<file path="config.mk">
export PLATFORM = sky130hd
export DESIGN_NAME = tcpt_queue
export DESIGN_NICKNAME = d
export VERILOG_FILES = /design/src/rtl/tcpt_pkg.sv /design/src/rtl/tcpt_queue.sv
export SDC_FILE = /design/constraint.sdc
export NUM_CORES = 1
export LEC_CHECK = 0
export BUFFER_PORTS_ARGS = -buffer_cell sky130_fd_sc_hd__buf_2
export CAP_MARGIN = 20
export CELL_PAD_IN_SITES_DETAIL_PLACEMENT = 2
export CELL_PAD_IN_SITES_GLOBAL_PLACEMENT = 2
export CORE_UTILIZATION = 35
export CTS_CLUSTER_DIAMETER = 80
export DETAILED_ROUTE_END_ITERATION = 8
export PLACE_DENSITY_LB_ADDON = 0.1
export SLEW_MARGIN = 10
export SYNTH_ARGS = -nofsm -noshare
export SYNTH_HDL_FRONTEND = slang
export SYNTH_SLANG_ARGS = --single-unit
</file>
<file path="constraint.sdc">
create_clock -name clk -period 5.1 [get_ports clk]
set_input_delay 1.02 -clock clk [delete_from_list [all_inputs] [get_ports clk]]
set_output_delay 1.02 -clock clk [all_outputs]
set_load 0.01 [all_outputs]
</file>
<file path="src/rtl/tcpt_pkg.sv">
`timescale 1ns / 1ps
// ============================================================================
// tcpt_pkg
// Shared types, constants and helper functions of the TCP connection tracker.
// ============================================================================
package tcpt_pkg;

    // Table geometry.
    localparam int SLOTS   = 32;
    localparam int SLOT_W  = $clog2(SLOTS);
    localparam int CNT_W   = $clog2(SLOTS + 1);

    // Depth of the queue between the front and the back part.
    localparam int Q_DEPTH = 2;
    localparam int Q_PTR_W = $clog2(Q_DEPTH);
    localparam int Q_CNT_W = $clog2(Q_DEPTH + 1);
    localparam logic [Q_PTR_W-1:0] Q_LAST_PTR = Q_PTR_W'(Q_DEPTH - 1);
    localparam logic [Q_CNT_W-1:0] Q_FULL_CNT = Q_CNT_W'(Q_DEPTH);

    // Configuration register indexes.
    localparam int CFG_IDX_W  = 1;
    localparam int CFG_DATA_W = 32;
    localparam logic [CFG_IDX_W-1:0] CFG_WATCH_IP_A = 1'd0;
    localparam logic [CFG_IDX_W-1:0] CFG_WATCH_IP_B = 1'd1;

    // Flag byte values that are acted upon.
    localparam logic [7:0] FLG_SYN    = 8'h02;
    localparam logic [7:0] FLG_SYNACK = 8'h12;
    localparam logic [7:0] FLG_ACK    = 8'h10;
    localparam logic [7:0] FLG_ACKPSH = 8'h18;
    localparam logic [7:0] FLG_URGACK = 8'h30;
    localparam logic [7:0] FLG_FINACK = 8'h11;
    localparam logic [7:0] FLG_RST    = 8'h04;
    localparam logic [7:0] FLG_RSTACK = 8'h14;

    typedef logic [SLOTS-1:0] slot_vec_t;

    typedef enum logic [2:0] {
        EV_IGNORED = 3'd0,
        EV_UPDATED = 3'd1,
        EV_OPENED  = 3'd2,
        EV_NOENTRY = 3'd3,
        EV_FULL    = 3'd4,
        EV_CLOSED  = 3'd5,
        EV_RESET   = 3'd6
    } event_t;

    // What the back part has to do with a packet.
    typedef enum logic [2:0] {
        OP_IGNORE,
        OP_OPEN,
        OP_UPDATE,
        OP_CLOSE,
        OP_RESET
    } op_t;

    typedef enum logic {
        BK_LOOKUP,
        BK_APPLY
    } back_state_t;

    typedef struct packed {
        logic        is_tcp;
        logic [31:0] src_ip;
        logic [31:0] dst_ip;
        logic [15:0] src_port;
        logic [15:0] dst_port;
        logic [7:0]  tcp_flags;
        logic [31:0] seq_number;
        logic [31:0] ack_number;
    } item_t;

    typedef struct packed {
        logic [2:0] event_res;
        logic [4:0] slot;
        logic [5:0] live_count;
    } result_t;

    typedef struct packed {
        logic [31:0] src_ip;
        logic [31:0] dst_ip;
        logic [15:0] src_port;
        logic [15:0] dst_port;
    } tuple_t;

    // One classified item as it waits in the queue.
    typedef struct packed {
        op_t    op;
        tuple_t tuple;
    } work_t;

    typedef struct packed {
        logic empty;
        logic full;
    } q_stat_t;

    // Keeps only the lowest set bit of a slot vector.
    function automatic slot_vec_t lowest_onehot(slot_vec_t v);
        return v & (~v + slot_vec_t'(1));
    endfunction

    // Binary index of a one-hot slot vector; zero when no bit is set.
    function automatic logic [SLOT_W-1:0] onehot_index(slot_vec_t oh);
        logic [SLOT_W-1:0] idx;
        idx = '0;
        for (int b = 0; b < SLOT_W; b++)
        begin
            for (int k = 0; k < SLOTS; k++)
            begin
                if (oh[k] && k[b])
                begin
                    idx[b] = 1'b1;
                end
            end
        end
        return idx;
    endfunction

endpackage

</file>
<file path="src/rtl/tcpt_queue.sv">
`timescale 1ns / 1ps
// ============================================================================
// tcpt_queue
// Short first-in first-out queue of classified items between front and back.
// ============================================================================
module tcpt_queue
(
    input  logic              clk,
    input  logic              rst_n,
    input  logic              push,
    input  tcpt_pkg::work_t   push_data,
    input  logic              pop,
    output tcpt_pkg::work_t   head,
    output tcpt_pkg::q_stat_t stat
);

    tcpt_pkg::work_t                 q_mem_reg [tcpt_pkg::Q_DEPTH];
    logic [tcpt_pkg::Q_PTR_W-1:0]    wr_ptr_reg;
    logic [tcpt_pkg::Q_PTR_W-1:0]    wr_ptr_next;
    logic [tcpt_pkg::Q_PTR_W-1:0]    rd_ptr_reg;
    logic [tcpt_pkg::Q_PTR_W-1:0]    rd_ptr_next;
    logic [tcpt_pkg::Q_CNT_W-1:0]    count_reg;
    logic [tcpt_pkg::Q_CNT_W-1:0]    count_next;

    assign stat.empty = (count_reg == '0);
    assign stat.full  = (count_reg == tcpt_pkg::Q_FULL_CNT);
    assign head       = q_mem_reg[rd_ptr_reg];

    always_comb
    begin
        wr_ptr_next = wr_ptr_reg;
        rd_ptr_next = rd_ptr_reg;
        count_next  = count_reg;
        if (push)
        begin
            wr_ptr_next = (wr_ptr_reg == tcpt_pkg::Q_LAST_PTR) ? '0
                        : wr_ptr_reg + tcpt_pkg::Q_PTR_W'(1);
        end
        if (pop)
        begin
            rd_ptr_next = (rd_ptr_reg == tcpt_pkg::Q_LAST_PTR) ? '0
                        : rd_ptr_reg + tcpt_pkg::Q_PTR_W'(1);
        end
        if (push && !pop)
        begin
            count_next = count_reg + tcpt_pkg::Q_CNT_W'(1);
        end
        else if (pop && !push)
        begin
            count_next = count_reg - tcpt_pkg::Q_CNT_W'(1);
        end
    end

    always_ff @(posedge clk or negedge rst_n)
    begin
        if (!rst_n)
        begin
            wr_ptr_reg <= '0;
            rd_ptr_reg <= '0;
            count_reg  <= '0;
        end
        else
        begin
            wr_ptr_reg <= wr_ptr_next;
            rd_ptr_reg <= rd_ptr_next;
            count_reg  <= count_next;
        end
    end

    always_ff @(posedge clk)
    begin
        if (push)
        begin
            q_mem_reg[wr_ptr_reg] <= push_data;
        end
    end

endmodule

</file>
Yosys cells after proc, flatten, opt, wreduce, memory -nomap -nowiden. Memory sizes are Yosys's and may differ from the RTL's. Index checks and enable logic that the tools add are counted.

Output and inout bits: 101. Logic and storage cells: 21. Memories kept: 1. Bits of input ports: 103. Bits in registers: 4. Bits in writable memories: 198.

Reductions and logical operators: 6. $add $sub $neg: 4. Equal/unequal tests: 1. Muxes and demuxes: 6.

Memories: q_mem_reg (depth 2, bits a word 99, rd ports 1, clocked after memory_dff 0, write ports 1, line tcpt_queue.sv:17) `tcpt_pkg::work_t q_mem_reg [tcpt_pkg::Q_DEPTH];`.

Operators by type and width (count): two-way mux 1 bit (4); two-way mux 2 bit (2); adder 1 bit, second input constant (2); adder 2 x 1 -> 2 bit, second input constant (1); equality test 2 bit, second input constant (1); logical AND 1 bit (2); logical NOT 1 bit (2); logical NOT 2 bit (1); nonzero test 2 bit (1); subtractor 2 x 1 -> 2 bit, second input constant (1).

Longest topological paths before layout.
Depth after elaboration: 4. Mapped depth: 5.

Worst setup path before layout. No wires, ideal clock.

Path type: input-to-reg. Start: input port push. End: memory q_mem_reg[0][0] (netlist bit), enable pin. Setup time: 569 ps. Data required time: 4531 ps. Setup slack: -799 ps. Arrival time: 5329 ps. Path buffers: 0. Stages: 1. Path through: nor2b_1.

Word-level cells in the longest chain between the ends: 2.

Ends and longest elaborated chain: start, declared (line tcpt_queue.sv:10) `input logic push,`; two-way mux 1 bit (line tcpt_queue.sv:72) `if (push)`; two-way mux 1 bit (implied by the code) (line tcpt_queue.sv:74) `q_mem_reg[wr_ptr_reg] <= push_data;`; end, declared (line tcpt_queue.sv:17).

No other way between the ends.

==> out/qor.txt <==
Crit-path cells = buf_12 -> mux2_4 -> buf_2
Reg2Reg Setup Slack = 3.15 ns
Clock slew at reported path FFs = 0.06 ns
Routed wire per std cell = 19.4 um
Max-cap violations = 0
Final ANT Viol Nets = 0
Number of synthesized register bits = 202
Cell Area, Synth = 7830 um^2
Vias in the first global route = 4198
Total global-route track usage = 0.140
Reg power frac = 0.432
Clock power frac = 0.261
Final worst slack = 1.74 ns
VDD IR max = 0.000288 V
Synth top area share = 0.759
First-pass GRT wire length = 23600 um
CORE AREA = 21900 um^2
Largest net degree at the start of global routing = 81
Synth area leaders = edfxtp_1 (76%), mux2_4 (19%), buf_12 (2.6%)
Share of layout cells above drive strength 1 = 0.598
Comb pwr share = 0.307
Reg area = 6050 um^2
Worst r2r path cells = 2
Sequential-to-total area share from yosys stat = 0.772
Setup Fix Bufs, Post-CTS = 0
WHS = 0.331 ns
Final Critical Period = 3.36 ns
Final number of setup-violating endpoints = 0
Initial antenna violation count = 3
Sw frac = 0.285
F_max = 298 MHz
Post-route DRC = 0
Vias post-DR = 3766
Nets = 650
Post-Syn Nets = 428
Power Density = 560 nW/um^2
Post-route cell area = 9690 um^2
PnR Total Power = 5.43 mW
Ports = 204
Worst slew margin = 0.435
CP Max Fanout = 80
Non-Filler Instances = 841
Crit path DAT = 2.34 ns
DRT iter0 DRCs = 147
Worst-Margin Slew = 0.847 ns
Layout Skew = 0.00649 ns
Status = finished, final reports clean
Fill cells = 2086
Crit. End Element = output port
Root Driver = clkbuf_16
Pleak = 3.91 nW
Total CTS buffers = 23
Gp weighted congestion = 0.695
Final Slew Violations = 0
Max reg flops = 198
RSZ-0062 raised after global routing = false
CP required = 4.08 ns
Worst hold-check path type = in2async
Synthesized area per cell = 24.2 um^2
Placed inst area = 9050 um^2
Pre-CTS WS = 2.26 ns
CP delay by family, top = flip-flops
Vias/cell = 4.48
Remaining Overflow, GRT = 0
Slowest CP cell = dfrtp_4
Commonest non-fill, non-tap cell in the layout = buf_2
Netlist cell types = 12
Synth Instances = 324
Die Span X = 152 um
Die H = 152 um
Port Buf Inserts = 203
WP depth = 3
Placement Rows = 54
CTS-repair resized insts = 0
Dpl cells = 801
CP Launch Type = register
Synth area leader = edfxtp_1
Longest Clk Path Bufs = 3
H-tree levels = 1
Hold-fix buffers, CTS = 0
# clock sinks = 202
DRT Pass-1 Iters = 4
Setup CP Type = reg2out
Final Hold Fails = 0
Bufs and invs on worst path = 2
Final Util = 0.443
Commonest non-fill, non-tap cells in the layout = buf_2 (203), edfxtp_1 (198), mux2_4 (99)
Starting Density = 0.358
Sw power = 1.55 mW
Max stage delay on crit path = 0.69 ns
Hpwl dp = 10900 um
Post-route clock period utilization = 0.658
Clock Latency Late Sink = 0.49 ns
Synth warn = 0
TNS Setup = 0 ns
Int Power = 3.88 mW
CTS tree = done
Area delta synth->final = 23.7%
DIE AREA = 23000 um^2
Area of the multi-input gates = 1580 um^2
Total wire length = 16300 um
-- synth_stat cells --
master    count
ha_1          1
dfrtp_1       4
buf_12       10
nor2b_1       2
inv_1         1
xnor2_1       1
edfxtp_1    198
nor2_1        2
buf_6         1
xor2_1        4
mux2_4       99
and2_1        1
-- area by class of cell --
cell class | instances | area share
Sequential cell | 202 | 0.624
Multi-Input combinational cell | 110 | 0.163
Inverter | 1 | 0.000387
Clock buffer | 29 | 0.0617
Timing Repair Buffer | 208 | 0.110
Clock inverter | 10 | 0.00413
Tap cell | 280 | 0.0362
Antenna cell | 1 | 0.000258
-- per-layer routing --
| layer | vias to the layer above | global-route usage | part of all wire |
|---|---|---|---|
| met3 | 26 | 0.0437 | 0.074 |
| met1 | 1886 | 0.162 | 0.39 |
| met5 | - | 0 | 0.0017 |
| met4 | 4 | 0.0356 | 0.019 |
| met2 | 122 | 0.250 | 0.52 |
| li1 | 1728 | - | - |
-- cells by family (layout without fill, tap and decap cells) --
| kind of cell | count (synthesis) | count (layout) | share of synthesized area |
|---|---|---|---|
| muxes | 99 | 99 | 0.190 |
| buffers and inverters | 12 | 248 | 0.0275 |
| and+or+nand+nor | 5 | 5 | 0.00336 |
| DFF | 202 | 202 | 0.772 |
| xor gates and xnor gates | 5 | 5 | 0.00559 |
| other | 0 | 1 | 0 |
| adders and majority gates | 1 | 1 | 0.00160 |
-- worst register-to-register path: cells and delay by family (launching register included) --
family	cells	cell delay [ns]
buffers and inverters	1	0.57
and+or+nand+nor	1	0.59
DFF	1	0.42
-- final timing paths --
check | startpoint | end
hold / removal | rst_n | count_reg[1]
setup / recovery | rd_ptr_reg | head[7]
hold reg to reg | count_reg[1] | count_reg[1]
setup reg to reg | wr_ptr_reg | q_mem_reg[1][47]
min in group clk | count_reg[1] | count_reg[1]
max in group asynchronous | rst_n | rd_ptr_reg
-- power by group through the flow --
stage	logic, mW	registers (mW)	clock network (mW)
CTS	1.72	2.35	1.47
floorplan	1.32	2.33	0
finish	1.67	2.35	1.42
detailed placement	1.71	2.39	0
global placement	1.70	2.36	0
global route	1.80	2.38	1.53
Power figures use the tool's default switching activity.
