[src/rtl/tcpt_pkg.sv]
`timescale 1ns / 1ps
// ============================================================================
// tcpt_pkg
// Shared types, constants and helper functions of the TCP connection tracker.
// ============================================================================
package tcpt_pkg;

    // Table geometry.
    localparam int SLOTS   = 32;
    localparam int SLOT_W  = $clog2(SLOTS);
    localparam int CNT_W   = $clog2(SLOTS + 1);

    // Depth of the queue between the front and the back part.
    localparam int Q_DEPTH = 2;
    localparam int Q_PTR_W = $clog2(Q_DEPTH);
    localparam int Q_CNT_W = $clog2(Q_DEPTH + 1);
    localparam logic [Q_PTR_W-1:0] Q_LAST_PTR = Q_PTR_W'(Q_DEPTH - 1);
    localparam logic [Q_CNT_W-1:0] Q_FULL_CNT = Q_CNT_W'(Q_DEPTH);

    // Configuration register indexes.
    localparam int CFG_IDX_W  = 1;
    localparam int CFG_DATA_W = 32;
    localparam logic [CFG_IDX_W-1:0] CFG_WATCH_IP_A = 1'd0;
    localparam logic [CFG_IDX_W-1:0] CFG_WATCH_IP_B = 1'd1;

    // Flag byte values that are acted upon.
    localparam logic [7:0] FLG_SYN    = 8'h02;
    localparam logic [7:0] FLG_SYNACK = 8'h12;
    localparam logic [7:0] FLG_ACK    = 8'h10;
    localparam logic [7:0] FLG_ACKPSH = 8'h18;
    localparam logic [7:0] FLG_URGACK = 8'h30;
    localparam logic [7:0] FLG_FINACK = 8'h11;
    localparam logic [7:0] FLG_RST    = 8'h04;
    localparam logic [7:0] FLG_RSTACK = 8'h14;

    typedef logic [SLOTS-1:0] slot_vec_t;

    typedef enum logic [2:0] {
        EV_IGNORED = 3'd0,
        EV_UPDATED = 3'd1,
        EV_OPENED  = 3'd2,
        EV_NOENTRY = 3'd3,
        EV_FULL    = 3'd4,
        EV_CLOSED  = 3'd5,
        EV_RESET   = 3'd6
    } event_t;

    // What the back part has to do with a packet.
    typedef enum logic [2:0] {
        OP_IGNORE,
        OP_OPEN,
        OP_UPDATE,
        OP_CLOSE,
        OP_RESET
    } op_t;

    typedef enum logic {
        BK_LOOKUP,
        BK_APPLY
    } back_state_t;

    typedef struct packed {
        logic        is_tcp;
        logic [31:0] src_ip;
        logic [31:0] dst_ip;
        logic [15:0] src_port;
        logic [15:0] dst_port;
        logic [7:0]  tcp_flags;
        logic [31:0] seq_number;
        logic [31:0] ack_number;
    } item_t;

    typedef struct packed {
        logic [2:0] event_res;
        logic [4:0] slot;
        logic [5:0] live_count;
    } result_t;

    typedef struct packed {
        logic [31:0] src_ip;
        logic [31:0] dst_ip;
        logic [15:0] src_port;
        logic [15:0] dst_port;
    } tuple_t;

    // One classified item as it waits in the queue.
    typedef struct packed {
        op_t    op;
        tuple_t tuple;
    } work_t;

    typedef struct packed {
        logic empty;
        logic full;
    } q_stat_t;

    // Keeps only the lowest set bit of a slot vector.
    function automatic slot_vec_t lowest_onehot(slot_vec_t v);
        return v & (~v + slot_vec_t'(1));
    endfunction

    // Binary index of a one-hot slot vector; zero when no bit is set.
    function automatic logic [SLOT_W-1:0] onehot_index(slot_vec_t oh);
        logic [SLOT_W-1:0] idx;
        idx = '0;
        for (int b = 0; b < SLOT_W; b++)
        begin
            for (int k = 0; k < SLOTS; k++)
            begin
                if (oh[k] && k[b])
                begin
                    idx[b] = 1'b1;
                end
            end
        end
        return idx;
    endfunction

endpackage

[src/rtl/tcpt_front.sv]
`timescale 1ns / 1ps
// ============================================================================
// tcpt_front
// Holds the watched host pair and classifies each accepted packet header.
// ============================================================================
module tcpt_front
(
    input  logic                                clk,
    input  logic                                rst_n,
    input  logic                                cfg_we,
    input  logic [tcpt_pkg::CFG_IDX_W-1:0]      cfg_index,
    input  logic [tcpt_pkg::CFG_DATA_W-1:0]     cfg_wdata,
    input  logic                                start,
    input  tcpt_pkg::item_t                     item,
    input  tcpt_pkg::q_stat_t                   q_stat,
    output logic                                busy,
    output logic                                push,
    output tcpt_pkg::work_t                     push_data
);

    logic [31:0] watch_a_reg;
    logic [31:0] watch_a_next;
    logic [31:0] watch_b_reg;
    logic [31:0] watch_b_next;
    logic        pair;

    always_comb
    begin
        watch_a_next = watch_a_reg;
        watch_b_next = watch_b_reg;
        if (cfg_we)
        begin
            case (cfg_index)
                tcpt_pkg::CFG_WATCH_IP_A: watch_a_next = cfg_wdata;
                tcpt_pkg::CFG_WATCH_IP_B: watch_b_next = cfg_wdata;
                default: ;
            endcase
        end
    end

    always_ff @(posedge clk or negedge rst_n)
    begin
        if (!rst_n)
        begin
            watch_a_reg <= '0;
            watch_b_reg <= '0;
        end
        else
        begin
            watch_a_reg <= watch_a_next;
            watch_b_reg <= watch_b_next;
        end
    end

    // The queue must have room for the item to be taken.
    assign busy = q_stat.full;
    assign push = start && !busy;

    assign pair = (item.src_ip == watch_a_reg && item.dst_ip == watch_b_reg) ||
                  (item.src_ip == watch_b_reg && item.dst_ip == watch_a_reg);

    always_comb
    begin
        push_data.tuple.src_ip   = item.src_ip;
        push_data.tuple.dst_ip   = item.dst_ip;
        push_data.tuple.src_port = item.src_port;
        push_data.tuple.dst_port = item.dst_port;
        push_data.op             = tcpt_pkg::OP_IGNORE;
        if (item.is_tcp && pair)
        begin
            case (item.tcp_flags) inside
                tcpt_pkg::FLG_SYN:
                    push_data.op = tcpt_pkg::OP_OPEN;
                tcpt_pkg::FLG_SYNACK, tcpt_pkg::FLG_ACK,
                tcpt_pkg::FLG_ACKPSH, tcpt_pkg::FLG_URGACK:
                    push_data.op = tcpt_pkg::OP_UPDATE;
                tcpt_pkg::FLG_FINACK:
                    push_data.op = tcpt_pkg::OP_CLOSE;
                tcpt_pkg::FLG_RST, tcpt_pkg::FLG_RSTACK:
                    push_data.op = tcpt_pkg::OP_RESET;
                default:
                    push_data.op = tcpt_pkg::OP_IGNORE;
            endcase
        end
    end

endmodule

[config.mk]
export PLATFORM = sky130hd
export DESIGN_NAME = tcpt_front
export DESIGN_NICKNAME = d
export VERILOG_FILES = /design/src/rtl/tcpt_pkg.sv /design/src/rtl/tcpt_front.sv
export SDC_FILE = /design/constraint.sdc
export NUM_CORES = 1
export LEC_CHECK = 0
export BUFFER_PORTS_ARGS = -buffer_cell sky130_fd_sc_hd__buf_2
export CORE_AREA = 2 2 120 122
export CTS_CLUSTER_DIAMETER = 150
export DETAILED_ROUTE_END_ITERATION = 6
export DIE_AREA = 0 0 122 124
export PLACE_DENSITY = 0.66
export SLEW_MARGIN = 15
export SYNTH_ARGS = -nofsm -noshare
export SYNTH_HDL_FRONTEND = slang
export SYNTH_SLANG_ARGS = --single-unit
[constraint.sdc]
create_clock -name clk -period 2 [get_ports clk]
set_clock_uncertainty 0.2 [all_clocks]
set_input_delay 0.4 -clock clk [delete_from_list [all_inputs] [get_ports clk]]
set_output_delay 0.4 -clock clk [all_outputs]
set_load 0.01 [all_outputs]
Word-level counts from Yosys, hierarchy flattened
Cells that the tools add are included.
Storage, ports and cells
  input port bits: 208
  latch bits: 0
  memories: 0
  word-level logic and storage cells: 30
  output and inout port bits: 101
  bits in registers: 64
  RAM bits: 0
  ROM bits: 0
Operators by class
  shift operators: 0
  bitwise logic cells: 1
  add/sub/neg operators: 0
  eq/ne operators: 12
  mux-type cells: 5
  reductions and logical operators: 10
  multipliers: 0
  magnitude comparators: 0
  divide/modulo/power cells: 0
Operators by type and width (count)
  equality test 32 bit: 4
  equality test 8 x 5 -> 1 bit (second input constant): 5
  2-to-1 mux 3 bit: 5
  equality test 8 x 2 -> 1 bit (second input constant): 1
  equality test 8 x 3 -> 1 bit (second input constant): 1
  equality test 8 x 6 -> 1 bit (second input constant): 1
  logical AND 1 bit: 4
  AND reduction 2 bit: 2
  OR reduction 4 bit: 1
  OR reduction 2 bit: 1
  zero test 1 bit: 1
  logical OR 1 bit: 1
  inverter 1 bit: 1

Logic depth before layout (Yosys ltp)
Gate-level depths: netlist of run 1.
  depth in word-level cells: 7
  mapped depth: 5
  mapped depth without buffers: 5

Least setup slack after synthesis of run 1
OpenSTA, ideal clock, no wires.
  path kind: register to output
  start: register watch_a_reg[8]
  end: output port push_data[96] in the netlist's numbering
  stages on the path, launching flop included: 6
  arrival: 1308 ps
  data required time: 1400 ps
  buffers on the path: 0
  setup slack: 92 ps
  path through: dfrtp_1 xnor2_1 nand4_1 nor4_2 nand4_1 a21oi_1
RTL lines
  from (decl): RTL line tcpt_front.sv:21  | logic [31:0] watch_a_reg;
  from (signal assigned): RTL line tcpt_front.sv:50  | watch_a_reg <= watch_a_next;
  to (decl): RTL line tcpt_front.sv:18  | output tcpt_pkg::work_t push_data

==> out/results.txt, run 1 <==
final core area utilization: 0.431
register area share after synthesis: 0.350
pin slew with the least headroom to its limit: 0.377 ns
largest net degree at the start of global routing: 65
unrepaired setup endpoints after global routing: yes
Power Dens Cells: 778 nW/µm²
Max Clock Freq: 378 MHz
Clock power frac: 0.313
htree depth: 3
CTS root buf: clkbuf_16
CTS tree: built
crit-path cells: xnor2_1 -> nand4_1 -> nor4_2 -> nand4_1 -> buf_6 -> a21oi_2 -> buf_2
Iteration-0 DRC Markers: 103
crit start category: register
# diodes: 0
Bufs on Longest Clock Path: 2
fin nets: 768
via count: 3446
layout cell share with drive strength beyond 1: 0.605
max_cap viols: 0
setup ws final: -0.647 ns
Yosys warning count: 0
dpl cells: 726
combinational share of power: 0.319
Internal Power: 3150 µW
Finished Layout Cells: 745
CP peak stage delay: 0.41 ns
Synthesized Nets: 628
Async SR Flop Fraction: 1.00
Slowest-stage cell, CP: dfrtp_1
critical path data arrival time: 2.05 ns
Starting Density: 0.334
Reg clk slew, reported paths: 0.06 ns
GP Congestion: 0.887
I/O Pins: 309
later-pin clock latency in the skew report: 0.34 ns
IO buf count: 179
static leakage: 0.00254 µW
first-pass GRT wire length: 20.1 mm
Yosys top cell area share: 0.350
CP endpoint kind: output pin
met3 WL: 865 µm
gr ovfl total: 0
r2r endpoint: watch_a_reg[25]
run status: complete, but fails checks
Synth Cell Area: 4580 µm²
wl on met1: 5.49 mm
clk sinks: 64
Final Hold Viols: 0
Synth Instances: 420
DP HPWL: 11.2 mm
Slew Limit Headroom: 0.748
fin crit period: 2.65 ns
CP max FO: 3
DRC: 0
P&R area growth vs syn: 29.0%
DIE WIDTH: 122 µm
HP Class: input pin to register
number of flops mapped to enable cells by yosys: 0
Top FF cell, synth: dfrtp_1
gr usage total: 0.184
period utilization: 1.32
vias in the first global route: 3584
WP data required: 1.40 ns
First-pass DRT Iterations: 4
vias per cell: 4.63
Max Slew Vio Count: 0
die area: 15100 µm²
Seq cells post-synth: 64
r2r startpoint: watch_a_reg[25]
Netlist cell types: 22
critical path class: register to output pin
Worst R2R Setup Slack: 0.76 ns
peak supply drop: 289 µV
sequential share of power: 0.368
Mapped Avg Cell Area: 10.9 µm²
Synth area leaders: dfrtp_1, xnor2_1, buf_4, mux2_2, nand4_1
CP endpoint: push_data[97]
WL met2: 6.82 mm
row cnt: 43
initial antenna violation count: 1
Sw Share: 0.314
failing checks: negative setup slack
R2R cell count: 3
core area: 13700 µm²
CTS Buf Count: 9
crit path from: watch_a_reg[6]
Total Wirelength: 13.8 mm
most frequent cell on the critical path: nand4_1
Avg WL per Cell: 18.5 µm
DRT antenna net count: 0
# setup viols final: 3
Max Used Layer: met5
P_sw: 1450 µW
die height: 124 µm
most area-hungry cell type in the Yosys netlist: dfrtp_1
routing by layer:
layer	vias up	track usage
met5	-	0
met1	1642	0.217
met3	49	0.0366
li1	1621	-
met4	2	0.0970
met2	132	0.316
repair_timing:
item	CTS	global route
buffers inserted	2	2
hold buffers	1	0
resized for setup	20	17
endpoints found under the setup margin	3	3
pin swaps	10	13
endpoints found under the hold margin	64	0
gates cloned	0	0
power by group through the flow:
stage          registers [µW]  logic, µW  clock network [µW]
3_3_place_gp             1680       1360                   0
6_report                 1690       1470                1440
4_1_cts                  1690       1430                1470
5_1_grt                  1720       1580                1530
2_1_floorplan            1680        875                   0
3_5_place_dp             1700       1370                   0
through the flow:
stage	area (µm²)	hold slack [ns]	setup slack (ns)	TNS [ns]	total power [µW]
6_report	5910	0.101	-0.647	-1.94	4600
5_1_grt	5910	0.100	-0.760	-2.27	4830
4_1_cts	5780	0.0932	-0.637	-1.89	4590
3_5_place_dp	5360	0.248	-0.570	-1.69	3070
3_3_place_gp	5360	0.243	-0.601	-1.78	3040
2_1_floorplan	4580	-0.0956	0.0917	0	2560
area by class of cell:
cell class                      count  area, µm²
Clock buffer                        9        225
Clock inverter                      7       48.8
Fill cell                        1342       7810
Multi-Input combinational cell    252       2450
Sequential cell                    64       1600
Tap cell                          180        225
Timing Repair Buffer              233       1360
cell usage in the layout (no fill, tap or decap), drive strengths merged:
cell type    count
clkinvlp         4
nand3            1
nand2            3
nand4           34
or3              1
a21oi            3
nor3             1
nor2             1
nor3b            1
clkinv           3
dfrtp           64
maj3             1
dlygate4sd3      1
buf            232
nand4bb          1
xnor2          128
nor4             8
o21ai            2
clkbuf           9
nand4b           1
nor2b            2
mux2            64
critical path, delay by kind of cell (launching register included):
family	cells	cell delay, ns
simple gates	3	0.65
flops	1	0.41
buf+inv	2	0.29
xor+xnor	1	0.23
compound gates	1	0.12
worst min path at each step:
stage                     cells past startpoint  slack [ns]              end         start
after floorplan                               0        -0.1   watch_a_reg[0]         rst_n
after global placement                        2        0.24  watch_b_reg[25]         rst_n
after detailed placement                      2        0.25  watch_b_reg[25]         rst_n
after CTS                                     2        0.09   watch_b_reg[2]  cfg_wdata[2]
after global routing                          2        0.10   watch_b_reg[4]  cfg_wdata[4]
final                                         2        0.10   watch_b_reg[2]  cfg_wdata[2]
cells in the mapped netlist (2+ instances only):
| cell | instances |
|---|---|
| xnor2_1 | 128 |
| nor4_1 | 7 |
| a21oi_1 | 3 |
| mux2_1 | 2 |
| mux2_2 | 62 |
| dfrtp_1 | 64 |
| buf_2 | 6 |
| nand2_1 | 3 |
| buf_4 | 97 |
| nor2b_1 | 2 |
| o21ai_0 | 2 |
| nand4_1 | 34 |
kinds of logic (layout without fill, tap and decap cells):
family | count (synthesis) | after routing | share of synthesized area
AOI/OAI and AO/OA | 5 | 5 | 0.00546
xor gates and xnor gates | 128 | 128 | 0.245
adders and majority gates | 1 | 1 | 0.00219
buffers and inverters | 104 | 249 | 0.166
DFF | 64 | 64 | 0.350
muxes | 64 | 64 | 0.157
and+or+nand+nor | 54 | 54 | 0.0743
Note: power is estimated with default switching activity, not from simulation.
==> run 2: changes to the inputs <==
--- a/config.mk
+++ b/config.mk
@@ -6,11 +6,12 @@
 export NUM_CORES = 1
 export LEC_CHECK = 0
 export BUFFER_PORTS_ARGS = -buffer_cell sky130_fd_sc_hd__buf_2
-export CORE_AREA = 2 2 120 122
+export CORE_AREA = 2 2 118 120
 export CTS_CLUSTER_DIAMETER = 150
 export DETAILED_ROUTE_END_ITERATION = 6
-export DIE_AREA = 0 0 122 124
-export PLACE_DENSITY = 0.66
+export DIE_AREA = 0 0 120 122
+export GPL_ROUTABILITY_DRIVEN = 0
+export PLACE_DENSITY = 0.71
 export SLEW_MARGIN = 15
 export SYNTH_ARGS = -nofsm -noshare
 export SYNTH_HDL_FRONTEND = slang
==> constraint.sdc (replaced) <==
create_clock -name clk -period 2.39 [get_ports clk]
set_clock_uncertainty 0.2 [all_clocks]
set_input_delay 0.478 -clock clk [delete_from_list [all_inputs] [get_ports clk]]
set_output_delay 0.478 -clock clk [all_outputs]
set_load 0.01 [all_outputs]
==> run 2 against run 1 <==
Core utilization fell by 1.7 points; sequential cell count unchanged; the flow still finishes with violations (negative setup slack); sequential share of layout area increased by 1.6 points; power fell by 17%; critical path depth down 1; largest power group unchanged; worst setup slack better by 0.27 ns; critical endpoint is now push_data[98]; hold slack better by 0.088 ns.
==> out/results.txt, run 2 (synthesis gave the netlist of run 1 again) <==
crit-path cells: xnor2_2 -> nand4_1 -> nor4_1 -> nand4_1 -> a21oi_1 -> buf_2
gr usage total: 0.185
clk sinks: 64
Starting Density: 0.339
I/O Pins: 309
via count: 3386
die area: 14600 µm²
first-pass GRT wire length: 20.0 mm
Slowest-stage cell, CP: dfrtp_1
unrepaired setup endpoints after global routing: yes
# setup viols final: 3
r2r endpoint: watch_a_reg[6]
Iteration-0 DRC Markers: 145
WHS Path Cells: 2
IO buf count: 179
Max Clock Freq: 361 MHz
crit start category: register
initial antenna violation count: 0
dpl cell area: 5140 µm²
critical path data arrival time: 2.09 ns
period utilization: 1.16
CTS tree: built
r2r startpoint: watch_a_reg[6]
core area: 13500 µm²
row cnt: 43
CTS root buf: clkbuf_16
wl on met1: 5.35 mm
Top delay family on crit path: simple AND/OR/NAND/NOR gates
final core area utilization: 0.413
setup ws final: -0.379 ns
largest net degree at the start of global routing: 65
Hold Path End: watch_a_reg[10]
R2R cell count: 2
pin slew with the least headroom to its limit: 0.493 ns
Max Slew Vio Count: 0
fin crit period: 2.77 ns
Reg clk slew, reported paths: 0.05 ns
static leakage: 0.00235 µW
Final Power: 3820 µW
peak supply drop: 329 µV
fin nets: 738
vias per cell: 4.74
hold path start: cfg_wdata[10]
leading cell type in the layout, fill and taps excluded: buf_2
critical path class: register to output pin
Power Dens Cells: 683 nW/µm²
DP HPWL: 11.1 mm
CTS Buf Count: 9
Slew Limit Headroom: 0.672
# diodes: 0
WP data required: 1.71 ns
WL met2: 7.14 mm
Worst R2R Setup Slack: 1.26 ns
pre-CTS worst setup slack: -0.238 ns
vias in the first global route: 3536
failing checks: negative setup slack
DIE WIDTH: 120 µm
max_cap viols: 0
P&R area growth vs syn: 21.9%
gr ovfl total: 0
Bufs on Longest Clock Path: 2
die height: 122 µm
First-pass DRT Iterations: 4
CP endpoint kind: output pin
CP max FO: 3
met3 WL: 882 µm
commonest non-fill, non-tap cells in the layout: buf_2, xnor2_1, dfrtp_1
CP peak stage delay: 0.42 ns
Crit path buffers/inverters: 1
final setup TNS: -1.10 ns
most frequent cell on the critical path: nand4_1
Avg WL per Cell: 19.1 µm
run status: complete, but fails checks
htree depth: 3
post-route cell area: 5580 µm²
DRT antenna net count: 0
Max Used Layer: met4
Total Wirelength: 13.6 mm
Final Hold Viols: 0
layout cell share with drive strength beyond 1: 0.555
Setup Buffers After CTS: 0
DRC: 0
later-pin clock latency in the skew report: 0.33 ns
HP Class: input pin to register
-- run 2: worst max-delay path by stage --
stage | start | depth (start not counted) | to
floorplan | item[147] | 5 | push_data[96]
global placement | item[121] | 7 | push_data[97]
detailed placement | item[162] | 7 | push_data[97]
CTS | watch_a_reg[26] | 6 | push_data[97]
global route | watch_a_reg[26] | 7 | push_data[98]
finish | watch_a_reg[3] | 6 | push_data[98]
-- run 2: worst register-to-register path, cell delays in order, from the launching register on --
cell     delay (ns)
dfrtp_1        0.41
buf_4          0.15
mux2_2         0.25
-- run 2: metrics by stage --
step / hold WS [ns] / cells
floorplan: -0.0176 / 420
global placement: 0.318 / 698
detailed placement: 0.331 / 698
CTS: 0.187 / 715
global route: 0.194 / 715
finish: 0.189 / 715
-- run 2: area by class of cell --
| cell class | instances | area [µm²] |
|---|---|---|
| Clock buffer | 13 | 260 |
| Clock inverter | 3 | 40.0 |
| Fill cell | 1301 | 7920 |
| Multi-Input combinational cell | 252 | 2340 |
| Sequential cell | 64 | 1600 |
| Tap cell | 180 | 225 |
| Timing Repair Buffer | 203 | 1110 |
-- run 2: metal layers --
layer	GRT usage	vias up
met1	0.218	1658
li1	-	1558
met5	0	-
met3	0.0431	27
met2	0.335	143
met4	0.0566	0
-- run 2: where the power goes --
part	switching [µW]	internal, µW
logic	475	589
clock network	458	860
registers	186	1250
total	1120	2700
-- run 2: what timing repair did --
item,CTS,global route
gates resized for setup,13,8
endpoints found under the hold margin,64,0
endpoints found under the setup margin,3,3
cloned,0,0
pin swaps,10,3
hold buffers,1,0
